<file path="config.mk">
export PLATFORM = sky130hd
export DESIGN_NAME = aac_au_depacketizer_core
export DESIGN_NICKNAME = d
export VERILOG_FILES = /design/src/aacdp_pkg.sv /design/src/aacdp_ram.sv /design/src/aacdp_ctrl.sv /design/src/aacdp_dpath.sv /design/src/aac_au_depacketizer_core.sv
export SDC_FILE = /design/constraint.sdc
export NUM_CORES = 1
export LEC_CHECK = 0
export ABC_CLOCK_PERIOD_IN_PS = 9800
export BUFFER_PORTS_ARGS = -buffer_cell sky130_fd_sc_hd__buf_2
export CORE_AREA = 5 5 201 203
export CTS_BUF_LIST = sky130_fd_sc_hd__clkbuf_8
export CTS_CLUSTER_DIAMETER = 80
export CTS_CLUSTER_SIZE = 8
export DETAILED_ROUTE_END_ITERATION = 10
export DIE_AREA = 0 0 206 208
export GPL_TIMING_DRIVEN = 1
export PLACE_DENSITY = 0.77
export SYNTH_ARGS = -nofsm -noshare
export SYNTH_HDL_FRONTEND = slang
export SYNTH_HIERARCHICAL = 1
export SYNTH_SLANG_ARGS = --single-unit
</file>
<file path="constraint.sdc">
create_clock -name clk -period 9.8 [get_ports clk]
set_input_delay 0.49 -clock clk [delete_from_list [all_inputs] [get_ports clk]]
set_output_delay 0.49 -clock clk [all_outputs]
set_load 0.02 [all_outputs]
</file>
<file path="src/aacdp_pkg.sv">
`default_nettype none

package aacdp_pkg;

  // Most AU headers whose sizes are kept per packet
  localparam int unsigned MAX_AUS_DEFAULT = 32;
  // AU size field of one AU header
  localparam int unsigned AU_SIZE_W = 13;

  // Result error codes
  localparam logic [1:0] ERR_NONE    = 2'd0;
  localparam logic [1:0] ERR_HDR_LEN = 2'd1;
  localparam logic [1:0] ERR_SHORT   = 2'd2;
  localparam logic [1:0] ERR_TRUNC   = 2'd3;

  typedef struct packed {
    logic [7:0] payload_byte;
    logic       packet_end;
    logic       marker_bit;
  } in_item_t;

  typedef struct packed {
    logic [7:0] data_byte;
    logic       byte_valid;
    logic       frame_end;
    logic [1:0] error_code;
    logic       run_last;
  } out_item_t;

  // Controller to datapath
  typedef struct packed {
    logic load;   // latch the accepted beat
    logic exec;   // run the per-phase step on the latched beat
    logic rd;     // read the size store at au_index
    logic no_au;  // no AU left: drop into padding
    logic chk;    // act on the size just read
    logic fin;    // packet-end check and packet state clear
    logic flush;  // hand the held result out as the last of the beat
  } cmd_t;

  // Datapath to controller
  typedef struct packed {
    logic can_emit;
    logic slot_free;
    logic hold_valid;
    logic exec_scan;
    logic au_avail;
    logic au_zero;
  } status_t;

endpackage

`default_nettype wire

</file>
<file path="src/aacdp_ram.sv">
`default_nettype none

module aacdp_ram #(
  parameter int unsigned WIDTH = 8,
  parameter int unsigned DEPTH = 32,
  parameter int unsigned AW    = (DEPTH > 1) ? $clog2(DEPTH) : 1
) (
  input  wire logic             clk,
  input  wire logic             we,
  input  wire logic [AW-1:0]    waddr,
  input  wire logic [WIDTH-1:0] wdata,
  input  wire logic             re,
  input  wire logic [AW-1:0]    raddr,
  output logic      [WIDTH-1:0] rdata
);

  logic [WIDTH-1:0] mem [DEPTH];

  always_ff @(posedge clk) begin
    if (we) begin
      mem[waddr] <= wdata;
    end
    if (re) begin
      rdata <= mem[raddr];
    end
  end

endmodule

`default_nettype wire

</file>
<file path="src/aacdp_ctrl.sv">
`default_nettype none

module aacdp_ctrl
  import aacdp_pkg::*;
(
  input  wire logic    clk,
  input  wire logic    rst,
  input  wire logic    payload_valid,
  output logic         payload_stall,
  input  wire status_t status,
  output cmd_t         cmd
);

  typedef enum logic [2:0] {
    S_IDLE,
    S_EXEC,
    S_RD,
    S_CHK,
    S_FIN,
    S_FLUSH
  } state_t;

  state_t state, state_next;

  always_comb begin
    cmd        = '0;
    state_next = state;
    case (state)
      S_IDLE: begin
        if (payload_valid) begin
          cmd.load   = 1'b1;
          state_next = S_EXEC;
        end
      end
      S_EXEC: begin
        if (status.can_emit) begin
          cmd.exec   = 1'b1;
          state_next = status.exec_scan ? S_RD : S_FIN;
        end
      end
      S_RD: begin
        if (status.au_avail) begin
          cmd.rd     = 1'b1;
          state_next = S_CHK;
        end else begin
          cmd.no_au  = 1'b1;
          state_next = S_FIN;
        end
      end
      S_CHK: begin
        if (status.can_emit) begin
          cmd.chk    = 1'b1;
          state_next = status.au_zero ? S_RD : S_FIN;
        end
      end
      S_FIN: begin
        if (status.can_emit) begin
          cmd.fin    = 1'b1;
          state_next = S_FLUSH;
        end
      end
      S_FLUSH: begin
        if (!status.hold_valid) begin
          state_next = S_IDLE;
        end else if (status.slot_free) begin
          cmd.flush  = 1'b1;
          state_next = S_IDLE;
        end
      end
      default: begin
        state_next = S_IDLE;
      end
    endcase
  end

  always_ff @(posedge clk) begin
    if (rst) begin
      state         <= S_IDLE;
      payload_stall <= 1'b0;
    end else begin
      state         <= state_next;
      payload_stall <= (state_next != S_IDLE);
    end
  end

endmodule

`default_nettype wire

</file>
<file path="src/aacdp_dpath.sv">
`default_nettype none

module aacdp_dpath
  import aacdp_pkg::*;
#(
  parameter int unsigned MAX_AUS = MAX_AUS_DEFAULT
) (
  input  wire logic      clk,
  input  wire logic      rst,
  input  wire cmd_t      cmd,
  output status_t        status,
  input  wire in_item_t  payload,
  output logic           au_valid,
  input  wire logic      au_stall,
  output out_item_t      au_result
);

  localparam int unsigned AW = (MAX_AUS > 1) ? $clog2(MAX_AUS) : 1;
  localparam int unsigned CW = $clog2(MAX_AUS + 1);

  typedef enum logic [2:0] {
    PH_LEN_HI,
    PH_LEN_LO,
    PH_HDR,
    PH_DATA,
    PH_SKIP,
    PH_BADHDR
  } phase_t;

  in_item_t  in_q;
  logic      closing;
  phase_t    phase;
  logic [7:0]  length_high;
  logic [13:0] header_bytes;
  logic [15:0] byte_position;
  logic [CW-1:0] au_count;
  logic [CW-1:0] au_index;
  logic [AU_SIZE_W-1:0] bytes_left;
  logic      packet_error;

  out_item_t hold;
  logic      hold_valid;
  out_item_t push_res;

  logic [16:0] len_sum;
  logic [13:0] hb_new;
  logic [12:0] hb_half;
  logic [CW-1:0] count_new;
  logic [15:0] hdr_off;
  logic [14:0] hdr_k;
  logic        hdr_last;
  logic [AU_SIZE_W-1:0] bl_dec;
  logic        fin_err;
  logic        emit_req;
  out_item_t   emit_res;
  logic        slot_free;
  logic        push;

  logic                 ram_we;
  logic [AW-1:0]        ram_waddr;
  logic [AU_SIZE_W-1:0] ram_wdata;
  logic [AU_SIZE_W-1:0] ram_rdata;

  // Length in bits, rounded up to whole bytes
  assign len_sum = {1'b0, length_high, in_q.payload_byte} + 17'd7;
  assign hb_new  = len_sum[16:3];
  assign hb_half = hb_new[13:1];

  always_comb begin
    if (hb_half < 13'(MAX_AUS)) begin
      count_new = hb_half[CW-1:0];
    end else begin
      count_new = CW'(MAX_AUS);
    end
  end

  assign hdr_off  = byte_position - 16'd2;
  assign hdr_k    = hdr_off[15:1];
  assign hdr_last = (byte_position - 16'd1) >= {2'b00, header_bytes};
  assign bl_dec   = bytes_left - 13'd1;

  assign ram_we    = cmd.exec && (phase == PH_HDR) && hdr_off[0]
                     && (hdr_k < 15'(MAX_AUS));
  assign ram_waddr = hdr_k[AW-1:0];
  assign ram_wdata = {length_high, in_q.payload_byte[7:3]};

  aacdp_ram #(
    .WIDTH (AU_SIZE_W),
    .DEPTH (MAX_AUS),
    .AW    (AW)
  ) u_size_ram (
    .clk   (clk),
    .we    (ram_we),
    .waddr (ram_waddr),
    .wdata (ram_wdata),
    .re    (cmd.rd),
    .raddr (au_index[AW-1:0]),
    .rdata (ram_rdata)
  );

  assign fin_err = in_q.packet_end && !packet_error
                   && ((phase == PH_LEN_LO) || (phase == PH_HDR)
                       || (phase == PH_BADHDR) || (phase == PH_DATA));

  // Result produced by the current command, if any
  always_comb begin
    emit_req = 1'b0;
    emit_res = '0;
    if (cmd.exec) begin
      case (phase)
        PH_DATA: begin
          emit_req           = 1'b1;
          emit_res.data_byte  = in_q.payload_byte;
          emit_res.byte_valid = 1'b1;
          emit_res.frame_end  = (bl_dec == '0) && closing;
        end
        PH_BADHDR: begin
          if (byte_position >= 16'd3) begin
            emit_req            = 1'b1;
            emit_res.error_code = ERR_HDR_LEN;
          end
        end
        default: begin
          emit_req = 1'b0;
        end
      endcase
    end
    if (cmd.chk && (ram_rdata == '0) && closing) begin
      emit_req           = 1'b1;
      emit_res.frame_end = 1'b1;
    end
    if (cmd.fin && fin_err) begin
      emit_req            = 1'b1;
      emit_res.error_code = (phase == PH_DATA) ? ERR_TRUNC : ERR_SHORT;
    end
  end

  assign slot_free = !au_valid || !au_stall;
  assign push      = hold_valid && (emit_req || cmd.flush);

  // Mark the held result as last when it leaves on a flush
  always_comb begin
    push_res          = hold;
    push_res.run_last = cmd.flush;
  end

  assign status.can_emit   = !hold_valid || slot_free;
  assign status.slot_free  = slot_free;
  assign status.hold_valid = hold_valid;
  assign status.exec_scan  = ((phase == PH_HDR) && hdr_last)
                             || ((phase == PH_DATA) && (bl_dec == '0));
  assign status.au_avail   = au_index < au_count;
  assign status.au_zero    = (ram_rdata == '0);

  // Hold one result back so the last of a beat can be marked
  always_ff @(posedge clk) begin
    if (rst) begin
      au_valid   <= 1'b0;
      hold_valid <= 1'b0;
    end else begin
      if (push) begin
        au_valid <= 1'b1;
      end else if (!au_stall) begin
        au_valid <= 1'b0;
      end
      if (emit_req) begin
        hold_valid <= 1'b1;
      end else if (cmd.flush) begin
        hold_valid <= 1'b0;
      end
    end
  end

  always_ff @(posedge clk) begin
    if (push) begin
      au_result <= push_res;
    end
    if (emit_req) begin
      hold <= emit_res;
    end
    if (cmd.load) begin
      in_q    <= payload;
      closing <= (header_bytes >= 14'd4) || payload.marker_bit;
    end
  end

  always_ff @(posedge clk) begin
    if (rst) begin
      phase         <= PH_LEN_HI;
      length_high   <= '0;
      header_bytes  <= '0;
      byte_position <= '0;
      au_count      <= '0;
      au_index      <= '0;
      bytes_left    <= '0;
      packet_error  <= 1'b0;
    end else begin
      if (cmd.exec) begin
        case (phase)
          PH_LEN_HI: begin
            length_high <= in_q.payload_byte;
            phase       <= PH_LEN_LO;
          end
          PH_LEN_LO: begin
            header_bytes <= hb_new;
            if (hb_new < 14'd2) begin
              phase <= PH_BADHDR;
            end else begin
              au_count <= count_new;
              au_index <= '0;
              phase    <= PH_HDR;
            end
          end
          PH_HDR: begin
            if (!hdr_off[0]) begin
              length_high <= in_q.payload_byte;
            end
            if (hdr_last) begin
              au_index <= '0;
            end
          end
          PH_DATA: begin
            bytes_left <= bl_dec;
            if (bl_dec == '0) begin
              au_index <= au_index + CW'(1);
            end
          end
          PH_BADHDR: begin
            if (byte_position >= 16'd3) begin
              packet_error <= 1'b1;
              phase        <= PH_SKIP;
            end
          end
          default: begin
            phase <= phase;
          end
        endcase
        if (byte_position != 16'hFFFF) begin
          byte_position <= byte_position + 16'd1;
        end
      end
      if (cmd.no_au) begin
        bytes_left <= '0;
        phase      <= PH_SKIP;
      end
      if (cmd.chk) begin
        if (ram_rdata == '0) begin
          au_index <= au_index + CW'(1);
        end else begin
          bytes_left <= ram_rdata;
          phase      <= PH_DATA;
        end
      end
      if (cmd.fin && in_q.packet_end) begin
        phase         <= PH_LEN_HI;
        length_high   <= '0;
        header_bytes  <= '0;
        byte_position <= '0;
        au_count      <= '0;
        au_index      <= '0;
        bytes_left    <= '0;
        packet_error  <= 1'b0;
      end
    end
  end

endmodule

`default_nettype wire

</file>
<file path="src/aac_au_depacketizer_core.sv">
`default_nettype none

// Channel    Direction  Beat type    Handshake
// payload    in         in_item_t    payload_valid / payload_stall
// au_result  out        out_item_t   au_valid / au_stall
//
// One payload beat is taken at a time: accept, step, packet-end check and
// hand-off follow one another in that order.
// At the end of the AU headers or of an AU each size-store lookup adds a read
// and a check step (registered RAM read), one lookup per empty AU skipped plus
// one for the next non-empty AU; finding no AU left adds a read step only.
// Reset (rst, synchronous) clears the control state; the AU size store is not
// cleared, as every read hits an entry written in the same packet.
// A stall on au_result holds the controller wherever it would emit a result.

module aac_au_depacketizer_core
  import aacdp_pkg::*;
#(
  parameter int unsigned MAX_AUS = MAX_AUS_DEFAULT
) (
  input  wire logic      clk,
  input  wire logic      rst,
  input  wire logic      payload_valid,
  output logic           payload_stall,
  input  wire in_item_t  payload,
  output logic           au_valid,
  input  wire logic      au_stall,
  output out_item_t      au_result
);

  cmd_t    cmd;
  status_t status;

  // Sequence the steps of one beat
  aacdp_ctrl u_ctrl (
    .clk           (clk),
    .rst           (rst),
    .payload_valid (payload_valid),
    .payload_stall (payload_stall),
    .status        (status),
    .cmd           (cmd)
  );

  // Hold packet state, the AU size store and the result registers
  aacdp_dpath #(
    .MAX_AUS (MAX_AUS)
  ) u_dpath (
    .clk       (clk),
    .rst       (rst),
    .cmd       (cmd),
    .status    (status),
    .payload   (payload),
    .au_valid  (au_valid),
    .au_stall  (au_stall),
    .au_result (au_result)
  );

endmodule

`default_nettype wire
</file>
==> metrics.txt, run 1 <==
# TYPE chip_impl_metric gauge
chip_impl_metric{name="fmax",unit="MHz"} 205
chip_impl_metric{name="post-route-min-period",unit="ps"} 4880
chip_impl_metric{name="yosys_register_bits",unit=""} 537
chip_impl_metric{name="dp_cells",unit=""} 2108
chip_impl_metric{name="cap_violations",unit=""} 0
chip_impl_metric{name="worst_ep_required_time",unit="ps"} 10340
chip_impl_info{name="run_status",value="finished, final reports clean"} 1
chip_impl_metric{name="fp.coreArea",unit="sq um"} 38300
chip_impl_metric{name="final_core_util",unit="%"} 64.7
chip_impl_metric{name="detailroute.via_count",unit=""} 13900
chip_impl_metric{name="layout-area-overhead-vs-synth",unit="%"} 7.51
chip_impl_metric{name="maxSlewHeadroom",unit="%"} 18.5
chip_impl_info{name="worst_setup_path_end_kind",value="register"} 1
chip_impl_metric{name="power_density",unit="nW/um^2"} 172
chip_impl_metric{name="syn_inst",unit=""} 1627
chip_impl_metric{name="synth_edf_count",unit=""} 464
chip_impl_info{name="synth_common_cells",value="edfxtp_1 (464), mux2i_1 (215), nor2_1 (130), dfxtp_1 (73), nand2_1 (69)"} 1
chip_impl_metric{name="ctsHtreeMaxLevel",unit=""} 3
chip_impl_metric{name="wl_per_cell",unit="um"} 23.2
chip_impl_metric{name="final_max_slew_viol_count",unit=""} 0
chip_impl_info{name="dominant_cells_by_area_after_synthesis",value="edfxtp_1 (60%), mux2i_1 (9.3%), dfxtp_1 (6.3%)"} 1
chip_impl_metric{name="gpl.final_weighted_congestion",unit=""} 0.878
chip_impl_metric{name="track_usage",unit="%"} 23.7
chip_impl_info{name="root_buffer",value="clkbuf_8"} 1
chip_impl_metric{name="hold-worst-slack",unit="ps"} 37.1
chip_impl_metric{name="number_of_buffer_cells_added_on_primary_ports",unit=""} 28
chip_impl_metric{name="synthesis.area_per_instance",unit="sq um"} 14.2
chip_impl_metric{name="grt_remaining_overflow",unit=""} 0
chip_impl_metric{name="cts_post_setup_buffers_inserted",unit=""} 0
chip_impl_metric{name="setup_tns",unit="ps"} 0
chip_impl_metric{name="die_w",unit="um"} 206
chip_impl_metric{name="timing.critical_path.arrival",unit="ps"} 5420
chip_impl_metric{name="layout-drive-gt1-share",unit="%"} 10.8
chip_impl_metric{name="switching_power",unit="uW"} 951
chip_impl_info{name="worst_path_dominant_cell_family",value="simple AND/OR/NAND/NOR gates"} 1
chip_impl_metric{name="grt_max_degree",unit=""} 117
chip_impl_metric{name="gr-usage-met2",unit="%"} 38.3
chip_impl_metric{name="antenna_violating_nets_post_route",unit=""} 0
chip_impl_metric{name="clock_sinks",unit=""} 537
chip_impl_metric{name="floorplan.die_area",unit="sq um"} 42800
chip_impl_metric{name="global_route_wire_length_before_repair",unit="um"} 78000
chip_impl_info{name="worstPathCellList",value="inv_1, ha_1, nor4b_1, nand2_1, or2_2, nor3b_1, nand2_1, xnor2_1, ha_1, nand2_1, nor3_1, a2111oi_0, o2111ai_1, nor3_1, nor3_2, a2111oi_2"} 1
chip_impl_metric{name="remaining_drc_errors",unit=""} 0
chip_impl_metric{name="yosysSeqAreaShare",unit="%"} 66.8
chip_impl_metric{name="finalSetupViolations",unit=""} 0
chip_impl_info{name="grt_setup_unrepaired",value="false"} 1
chip_impl_metric{name="synth_nets",unit=""} 1668
chip_impl_metric{name="row_count",unit=""} 72
chip_impl_metric{name="p_seq_share",unit="%"} 59.3
chip_impl_metric{name="timing.reg2reg.setup_slack",unit="ps"} 4920
chip_impl_metric{name="worst_slew_pin_slew",unit="ps"} 1220
chip_impl_metric{name="vdd_drop_max",unit="mV"} 0.0880
chip_impl_info{name="tritoncts_clock_tree",value="yes"} 1
chip_impl_metric{name="n_antenna_cell",unit=""} 0
chip_impl_info{name="most_repeated_library_cell_on_the_critical_path",value="nand2_1"} 1
chip_impl_info{name="startpoint_of_the_worst_register_to_register_path",value="u_dpath/byte_position[1]"} 1
chip_impl_metric{name="cts_inserted_buffers",unit=""} 77
chip_impl_metric{name="design.portCount",unit=""} 29
chip_impl_metric{name="clock_skew",unit="ps"} 33.4
chip_impl_metric{name="final-instance-count-excl-fill",unit=""} 2226
chip_impl_metric{name="critical_path_buf_inv_count",unit=""} 1
chip_impl_info{name="ys_dominant_reg_cell",value="edfxtp_1"} 1
chip_impl_metric{name="drtPass1Iterations",unit=""} 5
chip_impl_metric{name="grt_pass1_vias",unit=""} 13600
chip_impl_metric{name="final-hold-violation-count",unit=""} 0
chip_impl_info{name="post-synth-top-count-cell",value="edfxtp_1"} 1
chip_impl_metric{name="fill_count",unit=""} 2701
chip_impl_info{name="hold_class",value="in -> reg"} 1
chip_impl_metric{name="starting_density_of_the_core",unit="%"} 60.2
chip_impl_metric{name="portion_of_total_power_attributed_to_combinational_logic",unit="%"} 5.0
chip_impl_metric{name="static-leakage-power",unit="nW"} 7.81
chip_impl_metric{name="power.share.clock",unit="%"} 35.7
chip_impl_metric{name="cts_repair_resize_count",unit=""} 0
chip_impl_metric{name="synthesis.area",unit="sq um"} 23000
chip_impl_metric{name="avgViaCountPerCell",unit=""} 6.24
chip_impl_metric{name="cts_hold_fix_bufs",unit=""} 7
chip_impl_info{name="hold_sp",value="payload[7]"} 1
chip_impl_metric{name="clkTransAtPathRegs",unit="ps"} 60
chip_impl_metric{name="internal_power_component",unit="mW"} 3.30
chip_impl_info{name="top_usage_layer",value="met2"} 1
chip_impl_info{name="path_class",value="reg -> reg"} 1
chip_impl_metric{name="critical_path.max_stage_delay",unit="ps"} 650
chip_impl_metric{name="antenna_found_initial",unit=""} 0
chip_impl_metric{name="grt_met1_use",unit="%"} 32.8
chip_impl_metric{name="synthArstFlopShare",unit="%"} 0
chip_impl_info{name="post-synth-top-area-cell",value="edfxtp_1"} 1
chip_impl_metric{name="detailed_place_hpwl",unit="um"} 31400
chip_impl_metric{name="post_dp_cell_area",unit="sq um"} 23500
chip_impl_metric{name="routed_wl",unit="um"} 51600
chip_impl_info{name="crit_start",value="u_dpath/byte_position[1]"} 1
chip_impl_info{name="timing.critical_path.from_type",value="register"} 1
chip_impl_metric{name="final_net_count",unit=""} 1717
chip_impl_metric{name="synthDominantCellAreaShare",unit="%"} 60.5
chip_impl_metric{name="timing.critical_path.fanout_max",unit=""} 7
chip_impl_metric{name="synth.distinct_cells",unit=""} 83
chip_impl_metric{name="worst_skew_pair.late_latency",unit="ps"} 640
chip_impl_metric{name="die_h",unit="um"} 208
chip_impl_metric{name="met3_usage",unit="%"} 4.22
chip_impl_info{name="slowest_stage",value="nor3_1"} 1
chip_impl_metric{name="clock_path_buffers",unit=""} 3
chip_impl_metric{name="power.switching_fraction",unit="%"} 22.4
chip_impl_metric{name="initialDrtViolationCount",unit=""} 1400
chip_impl_metric{name="ys_warnings",unit=""} 6
chip_impl_metric{name="min_period_over_period",unit="%"} 49.8
chip_impl_metric{name="cell_area_after_layout",unit="sq um"} 24800
==> state kept, by name, indices dropped and copies added, names as in the netlist <==
name and flops:
u_dpath/au_count 6, u_dpath/u_size_ram/mem 416, u_dpath/header_bytes 14, u_dpath/hold_valid 1, u_dpath/in_q 9, u_dpath/au_valid 1
u_dpath/phase 3, u_dpath/closing 1, u_dpath/au_result 13, u_dpath/hold 12, u_dpath/u_size_ram/rdata 13, u_dpath/bytes_left 13
u_ctrl/payload_stall 1, u_dpath/byte_position 16, u_ctrl/state 3, u_dpath/length_high 8, u_dpath/au_index 6, u_dpath/packet_error 1
==> cell families after synthesis <==
| logic type | share of synthesized area, % |
|---|---|
| flip-flops | 66.8 |
| AND/OR/NAND/NOR | 9.02 |
| AO/OA/AOI/OAI | 7.99 |
| multiplexers | 9.48 |
| buffers and inverters | 3.34 |
| XOR/XNOR | 1.90 |
| adder cells (fa/ha/maj) | 1.47 |
==> cells in the final DEF (no fill, tap or decap), drive strengths merged, types with 22 or more instances in the layout <==
cell type    n
mux2i      216
nand4       22
dfxtp       73
a22oi       62
inv         69
ha          27
a21oi       64
buf         56
xor2        28
edfxtp     464
xnor2       22
clkbuf      78
a22o        27
nor2       133
nor3        36
nand2       70
nand3       44
==> path summary, 6_finish.rpt <==
kind,to,depth (start not counted)
max,u_dpath/au_index[4],16
min reg2reg,u_dpath/au_result[8],0
min,u_dpath/in_q[7],1
max reg2reg,u_dpath/au_index[4],16
==> power by group through the flow <==
| stage | clock [mW] | sequential [mW] | combinational (mW) |
|---|---|---|---|
| 5_1_grt | 1.65 | 2.52 | 0.229 |
| 3_5_place_dp | 0 | 2.57 | 0.206 |
| 6_report | 1.52 | 2.52 | 0.211 |
| 2_1_floorplan | 0 | 2.59 | 0.106 |
| 4_1_cts | 1.56 | 2.52 | 0.209 |
| 3_3_place_gp | 0 | 2.57 | 0.200 |
==> per-layer routing <==
| layer | share of wire (%) | wire length [um] |
|---|---|---|
| met2 | 49 | 25100 |
| met5 | 0 | 0 |
| met1 | 41 | 21000 |
| met3 | 7.9 | 4090 |
| met4 | 2.7 | 1420 |
==> per-stage QoR <==
stage	total power, mW	setup WS [ps]
floorplan	2.69	5700
global placement	2.77	5180
detailed placement	2.77	5070
CTS	4.29	5010
global route	4.40	4670
finish	4.25	4920
==> final cells by class <==
type	count	area [sq um]	area share, %
Clock buffer	78	1070	4.33
Clock inverter	33	163	0.656
Inverter	39	146	0.591
Multi-Input combinational cell	958	6920	27.9
Sequential cell	537	15400	62.1
Tap cell	518	648	2.62
Timing Repair Buffer	63	433	1.75
Power figures use the tool's default switching activity.
==> run 2, diff against run 1 <==
--- a/config.mk
+++ b/config.mk
@@ -5,7 +5,7 @@
 export SDC_FILE = /design/constraint.sdc
 export NUM_CORES = 1
 export LEC_CHECK = 0
-export ABC_CLOCK_PERIOD_IN_PS = 9800
+export ABC_CLOCK_PERIOD_IN_PS = 4600
 export BUFFER_PORTS_ARGS = -buffer_cell sky130_fd_sc_hd__buf_2
 export CORE_AREA = 5 5 201 203
 export CTS_BUF_LIST = sky130_fd_sc_hd__clkbuf_8
==> constraint.sdc (replaced) <==
create_clock -name clk -period 4.6 [get_ports clk]
set_input_delay 0.23 -clock clk [delete_from_list [all_inputs] [get_ports clk]]
set_output_delay 0.23 -clock clk [all_outputs]
set_load 0.02 [all_outputs]
==> run 2 against run 1 <==
Net effect: via count is 1.3% higher; die area stayed put; hold slack better by 42 ps; largest power group unchanged.
==> metrics.txt, run 2 (synthesized netlist as in run 1, its figures left out) <==
# TYPE chip_impl_metric gauge
chip_impl_info{name="biggestRegsByFlops",value="u_dpath/u_size_ram/mem (416), u_dpath/byte_position (16), u_dpath/header_bytes (14)"} 1
chip_impl_metric{name="floorplan.die_area",unit="sq um"} 42800
chip_impl_metric{name="track_usage",unit="%"} 24.4
chip_impl_metric{name="power.share.clock",unit="%"} 35.6
chip_impl_metric{name="timing.critical_path.arrival",unit="ps"} 4800
chip_impl_metric{name="power_density",unit="nW/um^2"} 359
chip_impl_metric{name="worst_slew_pin_slew",unit="ps"} 1110
chip_impl_metric{name="fp.coreArea",unit="sq um"} 38300
chip_impl_info{name="largest_register",value="u_dpath/u_size_ram/mem"} 1
chip_impl_metric{name="portion_of_total_power_attributed_to_combinational_logic",unit="%"} 4.6
chip_impl_metric{name="wl_per_cell",unit="um"} 23.4
chip_impl_metric{name="die_w",unit="um"} 206
chip_impl_metric{name="number_of_buffer_cells_added_on_primary_ports",unit=""} 28
chip_impl_metric{name="gpl.final_weighted_congestion",unit=""} 0.877
chip_impl_info{name="hold_class",value="in -> reg"} 1
chip_impl_metric{name="global_route_wire_length_before_repair",unit="um"} 80400
chip_impl_metric{name="routed_wl",unit="um"} 53100
chip_impl_metric{name="detailed_place_hpwl",unit="um"} 32700
chip_impl_metric{name="cts_post_setup_buffers_inserted",unit=""} 0
chip_impl_info{name="root_buffer",value="clkbuf_8"} 1
chip_impl_metric{name="drtPass1Iterations",unit=""} 5
chip_impl_metric{name="final-hold-violation-count",unit=""} 0
chip_impl_metric{name="cell_area_after_layout",unit="sq um"} 25200
chip_impl_metric{name="ctsHtreeMaxLevel",unit=""} 3
chip_impl_metric{name="layout-drive-gt1-share",unit="%"} 13.3
chip_impl_metric{name="detailroute.via_count",unit=""} 14100
chip_impl_metric{name="static-leakage-power",unit="nW"} 8.05
chip_impl_info{name="path_class",value="reg -> reg"} 1
chip_impl_metric{name="grt_pass1_vias",unit=""} 14000
chip_impl_metric{name="final-instance-count-excl-fill",unit=""} 2268
chip_impl_metric{name="cts_inserted_buffers",unit=""} 77
chip_impl_metric{name="layout-area-overhead-vs-synth",unit="%"} 9.25
chip_impl_metric{name="clock_sinks",unit=""} 537
chip_impl_metric{name="dp_cells",unit=""} 2154
chip_impl_metric{name="clkTransAtPathRegs",unit="ps"} 80
chip_impl_metric{name="grt_max_degree",unit=""} 110
chip_impl_info{name="timing.critical_path.from_type",value="register"} 1
chip_impl_metric{name="final_core_util",unit="%"} 65.8
chip_impl_metric{name="timing.critical_path.fanout_max",unit=""} 5
chip_impl_metric{name="remaining_drc_errors",unit=""} 0
chip_impl_metric{name="row_count",unit=""} 72
chip_impl_metric{name="n_antenna_cell",unit=""} 0
chip_impl_metric{name="fmax",unit="MHz"} 233
chip_impl_info{name="run_status",value="finished, final reports clean"} 1
chip_impl_info{name="worst_setup_path_end_kind",value="register"} 1
chip_impl_metric{name="post_dp_cell_area",unit="sq um"} 23800
chip_impl_metric{name="internal_power_component",unit="mW"} 7.03
chip_impl_metric{name="clock_path_buffers",unit=""} 3
chip_impl_metric{name="largest_reg_flops",unit=""} 416
chip_impl_metric{name="worst_skew_pair.late_latency",unit="ps"} 630
chip_impl_metric{name="antenna_violating_nets_post_route",unit=""} 0
chip_impl_metric{name="design.portCount",unit=""} 29
chip_impl_metric{name="die_h",unit="um"} 208
chip_impl_metric{name="starting_density_of_the_core",unit="%"} 60.2
chip_impl_metric{name="final_max_slew_viol_count",unit=""} 0
chip_impl_metric{name="fill_count",unit=""} 2740
chip_impl_metric{name="p_seq_share",unit="%"} 59.8
chip_impl_metric{name="final_net_count",unit=""} 1768
chip_impl_info{name="mostFrequentLayoutCell",value="edfxtp_1"} 1
chip_impl_info{name="grt_setup_unrepaired",value="false"} 1
chip_impl_metric{name="worst_ep_required_time",unit="ps"} 5100
chip_impl_metric{name="post-route-min-period",unit="ps"} 4300
chip_impl_metric{name="avgViaCountPerCell",unit=""} 6.21
chip_impl_info{name="layout_common_cells",value="edfxtp_1 (464), mux2i_1 (215), nor2_1 (130), clkbuf_8 (79)"} 1
chip_impl_metric{name="setup_tns",unit="ps"} 0
chip_impl_metric{name="power.switching_fraction",unit="%"} 22.2
chip_impl_metric{name="antenna_found_initial",unit=""} 0
chip_impl_metric{name="initialDrtViolationCount",unit=""} 1561
chip_impl_metric{name="vdd_drop_max",unit="mV"} 0.190
chip_impl_metric{name="finalSetupViolations",unit=""} 0
chip_impl_metric{name="grt_remaining_overflow",unit=""} 0
chip_impl_metric{name="min_period_over_period",unit="%"} 93.4
chip_impl_metric{name="switching_power",unit="mW"} 2.01
chip_impl_metric{name="clock_skew",unit="ps"} 34.2
chip_impl_info{name="tritoncts_clock_tree",value="yes"} 1
chip_impl_metric{name="cap_violations",unit=""} 0
chip_impl_metric{name="maxSlewHeadroom",unit="%"} 25.3
## run 2: cell types whose count changed in the layout (fill, tap and decap cells not counted), moves of 2 or more
cell / change
inv_6: -3
clkinvlp_4: +2
dlygate4sd3_1: +5
inv_1: -8
buf_4: +45
## run 2: final cells by class
| class | count | area (sq um) | share of cell area (%) |
|---|---|---|---|
| Multi-Input combinational cell | 958 | 6950 | 27.6 |
| Timing Repair Buffer | 114 | 841 | 3.34 |
| Clock inverter | 23 | 110 | 0.437 |
| Inverter | 39 | 146 | 0.581 |
| Clock buffer | 79 | 1090 | 4.32 |
| Tap cell | 518 | 648 | 2.57 |
| Sequential cell | 537 | 15400 | 61.2 |
## run 2: final timing paths
check                      startpoint              endpoint  slack [ps]  cells after the start
max          u_dpath/byte_position[1]  u_ctrl/payload_stall         300                     19
max reg2reg  u_dpath/byte_position[1]  u_ctrl/payload_stall         300                     19
min                          au_stall       u_ctrl/state[0]          80                      4
min reg2reg           u_dpath/hold[8]  u_dpath/au_result[8]         420                      0
## run 2: metal layers
layer | up-vias | track usage [%] | routed length (um)
met1 | 6995 | 33.5 | 21800
li1 | 6391 | - | -
met2 | 585 | 39.5 | 25800
met4 | 0 | 9.80 | 1870
met3 | 114 | 3.72 | 3620
met5 | - | 0 | 0
## run 2: stage by stage
step           total power [mW]  setup WS, ps  hold slack [ps]
3_5_place_dp               5.91          87.5              405
3_3_place_gp               5.89           259              401
5_1_grt                    9.36          24.9             91.4
2_1_floorplan              5.74           500              299
4_1_cts                    9.10          47.2             24.7
6_report                   9.04           302             79.4
## run 2: repair_timing
action | 4_1_cts | 5_1_grt
hold buffers | 12 | 0
endpoints found under the setup margin | 0 | 5
hold endpoints to repair | 15 | 0
resized for setup | 0 | 6
## run 2: worst max-delay path: stages, from the launching register on
cell and delay, ps:
dfxtp_1 360, inv_1 90, ha_1 260, nor4b_4 270
nand2_1 120, or2_2 320, nor3b_2 220, nand2_1 90
xnor2_1 140, ha_1 350, nand2_1 80, or2_2 300
a211o_1 290, o2111ai_2 120, o22ai_1 120, nor2_1 180
nor2_1 70, a311oi_1 280, a221oi_1 130, or3_1 370
## run 2: power groups by stage
stage	clock network, mW	registers [mW]	logic [mW]
floorplan	0	5.51	0.226
global placement	0	5.51	0.386
CTS	3.29	5.41	0.408
finish	3.22	5.41	0.416
global route	3.50	5.41	0.452
detailed placement	0	5.51	0.399
